### src/design/ngpe_pkg.sv
package ngpe_pkg;

  // Field widths of the byte stream and the captured characters
  localparam int unsigned ByteW = 8;
  localparam int unsigned PosW  = 4;

  // Default field lengths, in characters
  localparam int unsigned LatCharsDef = 9;
  localparam int unsigned LonCharsDef = 10;

  // Characters of the sentence header and the field separator
  localparam logic [ByteW-1:0] ChrDollar = 8'h24;
  localparam logic [ByteW-1:0] ChrG      = 8'h47;
  localparam logic [ByteW-1:0] ChrP      = 8'h50;
  localparam logic [ByteW-1:0] ChrA      = 8'h41;
  localparam logic [ByteW-1:0] ChrComma  = 8'h2c;

  // Field codes carried on field_id
  localparam logic FieldLat = 1'b0;
  localparam logic FieldLon = 1'b1;

endpackage

### src/design/nmea_gga_position_extractor.sv
// Channel   Direction  Handshake               Payload
// -------   ---------  ----------------------  ---------------------------------------
// in        sink       in_valid_i / in_stall_o  rx_byte_i
// out       source     out_valid_o/out_stall_i  field_id_o, char_pos_o, char_value_o,
//                                               field_last_o
//
// One byte is taken per cycle; the header match and field capture state update
// in the cycle of acceptance, and a captured character appears on the result
// register in the next cycle. Reset returns the parser to hunting for '$' and
// empties the result register. in_stall_o rises only while a result is held
// under out_stall_i; a byte that yields no result still waits behind it.
module nmea_gga_position_extractor #(
  parameter int unsigned LAT_CHARS = ngpe_pkg::LatCharsDef,
  parameter int unsigned LON_CHARS = ngpe_pkg::LonCharsDef
) (
  input  logic                       clk_i,
  input  logic                       rst_ni,
  input  logic                       in_valid_i,
  output logic                       in_stall_o,
  input  logic [ngpe_pkg::ByteW-1:0] rx_byte_i,
  output logic                       out_valid_o,
  input  logic                       out_stall_i,
  output logic                       field_id_o,
  output logic [ngpe_pkg::PosW-1:0]  char_pos_o,
  output logic [ngpe_pkg::ByteW-1:0] char_value_o,
  output logic                       field_last_o
);
  import ngpe_pkg::*;

  localparam int unsigned PhaseW = 4;
  localparam int unsigned SumW   = PosW + 1;

  localparam logic [PhaseW-1:0] PhDollar = 4'd0;
  localparam logic [PhaseW-1:0] PhG1     = 4'd1;
  localparam logic [PhaseW-1:0] PhP      = 4'd2;
  localparam logic [PhaseW-1:0] PhG2     = 4'd3;
  localparam logic [PhaseW-1:0] PhG3     = 4'd4;
  localparam logic [PhaseW-1:0] PhA      = 4'd5;
  localparam logic [PhaseW-1:0] PhComma1 = 4'd6;
  localparam logic [PhaseW-1:0] PhTime   = 4'd7;
  localparam logic [PhaseW-1:0] PhLat    = 4'd8;
  localparam logic [PhaseW-1:0] PhComma2 = 4'd9;
  localparam logic [PhaseW-1:0] PhSkip   = 4'd10;
  localparam logic [PhaseW-1:0] PhLon    = 4'd11;
  localparam logic [PhaseW-1:0] PhTail   = 4'd12;

  logic [PhaseW-1:0] phase_q, phase_d;
  logic [PosW-1:0]   cnt_q, cnt_d;
  logic              out_valid_q;
  logic              field_id_q, field_id_d;
  logic [PosW-1:0]   char_pos_q;
  logic [ByteW-1:0]  char_value_q;
  logic              field_last_q, field_last_d;
  logic              in_acc;
  logic              emit;
  logic              lat_last;
  logic              lon_last;
  logic [SumW-1:0]   cnt_inc;

  // Hold the input while a result waits under stall
  assign in_stall_o = out_valid_q & out_stall_i;
  assign in_acc     = in_valid_i & ~in_stall_o;

  // Detect the last character of each captured field
  assign cnt_inc  = {1'b0, cnt_q} + SumW'(1);
  assign lat_last = cnt_inc >= SumW'(LAT_CHARS);
  assign lon_last = cnt_inc >= SumW'(LON_CHARS);

  // Advance the parser on each accepted byte
  always_comb begin
    phase_d      = phase_q;
    cnt_d        = cnt_q;
    emit         = 1'b0;
    field_id_d   = FieldLat;
    field_last_d = 1'b0;
    if (in_acc) begin
      case (phase_q)
        PhG1:     phase_d = (rx_byte_i == ChrG)     ? PhP      : PhDollar;
        PhP:      phase_d = (rx_byte_i == ChrP)     ? PhG2     : PhDollar;
        PhG2:     phase_d = (rx_byte_i == ChrG)     ? PhG3     : PhDollar;
        PhG3:     phase_d = (rx_byte_i == ChrG)     ? PhA      : PhDollar;
        PhA:      phase_d = (rx_byte_i == ChrA)     ? PhComma1 : PhDollar;
        PhComma1: phase_d = (rx_byte_i == ChrComma) ? PhTime   : PhDollar;
        PhTime: begin
          if (rx_byte_i == ChrComma) begin
            phase_d = PhLat;
            cnt_d   = '0;
          end
        end
        PhLat: begin
          emit         = 1'b1;
          field_id_d   = FieldLat;
          field_last_d = lat_last;
          if (lat_last) begin
            phase_d = PhComma2;
            cnt_d   = '0;
          end else begin
            cnt_d = cnt_inc[PosW-1:0];
          end
        end
        PhComma2: phase_d = (rx_byte_i == ChrComma) ? PhSkip : PhDollar;
        PhSkip: begin
          if (rx_byte_i == ChrComma) begin
            phase_d = PhLon;
            cnt_d   = '0;
          end
        end
        PhLon: begin
          emit         = 1'b1;
          field_id_d   = FieldLon;
          field_last_d = lon_last;
          if (lon_last) begin
            phase_d = PhTail;
            cnt_d   = '0;
          end else begin
            cnt_d = cnt_inc[PosW-1:0];
          end
        end
        PhTail: begin
          phase_d = PhDollar;
          cnt_d   = '0;
        end
        default: begin
          phase_d = (rx_byte_i == ChrDollar) ? PhG1 : PhDollar;
          cnt_d   = '0;
        end
      endcase
    end
  end

  // Update parser state
  always_ff @(posedge clk_i or negedge rst_ni) begin
    if (!rst_ni) begin
      phase_q <= PhDollar;
      cnt_q   <= '0;
    end else begin
      phase_q <= phase_d;
      cnt_q   <= cnt_d;
    end
  end

  // Load the result request unless one is held under stall
  always_ff @(posedge clk_i or negedge rst_ni) begin
    if (!rst_ni) begin
      out_valid_q <= 1'b0;
    end else if (!in_stall_o) begin
      out_valid_q <= in_acc & emit;
    end
  end

  // Capture the result payload
  always_ff @(posedge clk_i) begin
    if (in_acc && emit) begin
      field_id_q   <= field_id_d;
      char_pos_q   <= cnt_q;
      char_value_q <= rx_byte_i;
      field_last_q <= field_last_d;
    end
  end

  assign out_valid_o  = out_valid_q;
  assign field_id_o   = field_id_q;
  assign char_pos_o   = char_pos_q;
  assign char_value_o = char_value_q;
  assign field_last_o = field_last_q;

endmodule

### config.mk
export PLATFORM = sky130hd
export DESIGN_NAME = nmea_gga_position_extractor
export DESIGN_NICKNAME = d
export VERILOG_FILES = /design/src/design/ngpe_pkg.sv /design/src/design/nmea_gga_position_extractor.sv
export SDC_FILE = /design/constraint.sdc
export NUM_CORES = 1
export LEC_CHECK = 0
export ABC_CLOCK_PERIOD_IN_PS = 2100
export BUFFER_PORTS_ARGS = -buffer_cell sky130_fd_sc_hd__buf_2
export CORE_UTILIZATION = 30
export CTS_BUF_LIST = sky130_fd_sc_hd__clkbuf_2
export DETAILED_ROUTE_END_ITERATION = 8
export PLACE_DENSITY = 0.62
export SLEW_MARGIN = 20
export SYNTH_ARGS = -nofsm -noshare
export SYNTH_HDL_FRONTEND = slang
export SYNTH_SLANG_ARGS = --single-unit
### constraint.sdc
create_clock -name clk_i -period 2.1 [get_ports clk_i]
set_clock_uncertainty 0.1 [all_clocks]
set_input_delay 0.525 -clock clk_i [delete_from_list [all_inputs] [get_ports clk_i]]
set_output_delay 0.525 -clock clk_i [all_outputs]
set_load 0.005 [all_outputs]
==> flow_summary_export.csv <==
group,metric,value,unit
status,status,"finished clean",
synth,async_reset_ff_frac,0.391,
synth,yosys-top-cells-count,"14 x edfxtp_1, 12 x nand2_1, 10 x o21ai_0",
sta,slew_headroom,0.694,
sta,worst_pin_slew,458,ps
worst_hold_path,min_to,"char_value_o[2]",
synth,yosys.area.top_type_share,0.299,
worst_setup_path,reg2reg_slack,90,ps
floorplan,dieArea,4960,um^2
sta,drv_slew,0,
synth,avgSynthCellArea,10.5,um^2
global_route,top_usage_layer,"met1",
clock_network,cts.sinks,23,
worst_setup_path,r2r_cells,8,
placed_design,placed_cells,224,
clock_network,post_cts_buffers,0,
synth,ys_seq_area_frac,0.459,
clock_network,path_clk_slew,230,ps
detailed_routing,first_iter_violations,114,
power,p_leak,0.000752,uW
final_layout,final_area,1770,um^2
worst_setup_path,r2r_end,"phase_q[2]",
final_layout,regArea,648,um^2
synth,synth_cell_types,52,
clock_network,cts_tree,"yes",
floorplan,top_level_ports,28,
sta,fmax,0.497,GHz
final_layout,fin_cells,229,
sta,finalSetupViolCount,0,
worst_setup_path,crit_path_max_incr_delay,490,ps
worst_hold_path,hp-start,"rx_byte_i[2]",
final_layout,utilization,0.401,
global_route,grt_max_degree,16,
final_layout,fill_cells,423,
placed_design,place_area,1700,um^2
floorplan,die_x,70.4,um
placed_design,numPortBuffers,27,
worst_setup_path,reg2reg_from,"cnt_q[0]",
worst_setup_path,start_kind,"register",
synth,yosysMostFrequentCell,"edfxtp_1",
detailed_routing,ant_nets,0,
clock_network,cts_max_level,1,
final_layout,multiInputGateArea,716,um^2
power,max-vdd-ir-drop,0.310,mV
floorplan,initial_core_util,0.318,
synth,synth_flop_cell,"edfxtp_1",
worst_setup_path,crit_buf_inv,1,
global_route,grt_use_met3,0.0202,
global_route,grt_pass1_vias,1037,
worst_hold_path,holdPathStages,1,
synth,ys_seq_elements,23,
sta,period_needed,2010,ps
worst_setup_path,path_class,"register to register",
synth,synth_edf_count,14,
sta,fin_crit_sh,0.958,
clock_network,cts_buffer_depth,2,
global_route,antenna_found_initial,0,
detailed_routing,post_drt_wl_per_cell,13.5,um
synth,syn_inst,134,
global_route,grtUsageMet2,0.172,
worst_setup_path,worstPathRequired,2260,ps
synth,synth_area,1410,um^2
synth,synth_area_leaders,"edfxtp_1 30%, dfrtp_1 16%, o21ai_0 3.6%",
worst_setup_path,slowest_stage,"dfrtp_2",
synth,yosysWarnings,0,
clock_network,cts-root-buf,"clkbuf_2",
worst_setup_path,crit_chain,"inv_2, ha_4, nor2_2, nand4_1, nand4_1, o21a_1, o21a_4, mux2_4",
global_route,grt-ovfl-total,0,
final_layout,drive_gt1_frac,0.384,
worst_setup_path,crit_fanout,4,
global_route,met1_usage,0.188,
clock_network,cts_buffers,3,
floorplan,rows,24,
detailed_routing,avgViaCountPerCell,5.26,
synth,synth_nets,149,
final_layout,area_growth,25.8,%
global_route,grt_pass1_wl,4950,um
sta,setup_tns,0,ps
placed_design,gp_congestion,0.817,
clock_network,insertion_delay,340,ps
worst_setup_path,crit_family,"flip-flops",
worst_setup_path,arrival,2170,ps
worst_hold_path,hold_class,"input pin to register",
worst_setup_path,endpoint_kind,"register",
sta,finalHoldViolCount,0,
power,p_total,1650,uW
detailed_routing,wl,3090,um
placed_design,dp_hpwl,2250,um
synth,synth_top_area_cell,"edfxtp_1",
job,max_cap_violations,0,
global_route,track_usage,0.125,
detailed_routing,drc,0,
worst_setup_path,crit_top_cell,"nand4_1",
detailed_routing,via_count,1204,
power,power_density,934,nW/um^2
floorplan,dieHeight,70.4,um
floorplan,core_area,4410,um^2
final_layout,finalNetCount,193,
final_layout,diodes,0,
detailed_routing,dr.pass1.iters,4,
sequential cells by signal, indices dropped and copies added, names as in the netlist:
name / cells
char_value_o: 8
cnt_q: 4
field_id_o: 1
char_pos_o: 4
phase_q: 4
out_valid_o: 1
field_last_o: 1
routing by layer:
metal  wire, um  vias to the layer above  share of wire
met3        163                        4          0.053
li1           -                      588              -
met1       1590                      572           0.51
met5          0                        -              0
met4         54                        0          0.017
met2       1280                       40           0.42
cell families (layout without fill, tap and decap cells):
family / count (synthesis) / in the layout / synth area share
adder cells (fa/ha/maj): 3 / 3 / 0.0267
AND/OR/NAND/NOR: 50 / 50 / 0.228
AO/OA/AOI/OAI: 39 / 39 / 0.191
multiplexers: 4 / 4 / 0.0401
flip-flops: 23 / 23 / 0.459
buffers and inverters: 15 / 58 / 0.0552
cells in the final DEF (no fill, tap or decap), types with 3 or more instances in the layout:
cell / count
nand2_1: 12
nor2_1: 5
clkbuf_2: 4
mux2_4: 3
inv_1: 7
o21ai_0: 9
nand4_1: 3
dfrtp_1: 7
buf_2: 27
buf_4: 16
edfxtp_1: 14
o21ai_1: 3
nand3_1: 5
a21oi_1: 6
nor2b_1: 4
final cells by class:
class                   instances  area share
well taps                      52      0.0368
flip-flops and latches         23       0.367
inverters                       9      0.0191
multi-input cells              96       0.405
repair buffers                 45       0.161
clock buffers                   4      0.0113
what timing repair did:
action | 4_1_cts | 5_1_grt
endpoints found under the setup margin | 0 | 9
hold endpoints to repair | 9 | 0
hold buffers | 1 | 0
gates resized for setup | 0 | 11
power breakdown:
group          leakage, uW  switching [uW]  internal, uW
Sequential        0.000246             104           611
Clock            0.0000166             141          50.3
Combinational     0.000489             372           372
per-stage QoR:
step / hold WS, ps / worst slack (ps)
2_1_floorplan: 129 / 42.6
3_3_place_gp: 285 / -2.82
3_5_place_dp: 298 / -52.6
4_1_cts: 289 / 25.5
5_1_grt: 265 / -28.6
6_report: 300 / 88.8
how the worst max path moves through the flow:
stage	start	endpoint	slack [ps]	cells past startpoint
2_1_floorplan	cnt_q[0]	phase_q[0]	40	8
3_3_place_gp	rx_byte_i[1]	cnt_q[2]	-3	7
3_5_place_dp	rx_byte_i[1]	cnt_q[2]	-50	7
4_1_cts	cnt_q[1]	phase_q[2]	30	8
5_1_grt	cnt_q[0]	phase_q[2]	-30	8
6_report	cnt_q[0]	phase_q[2]	90	8
(Power assumes the default switching activity.)
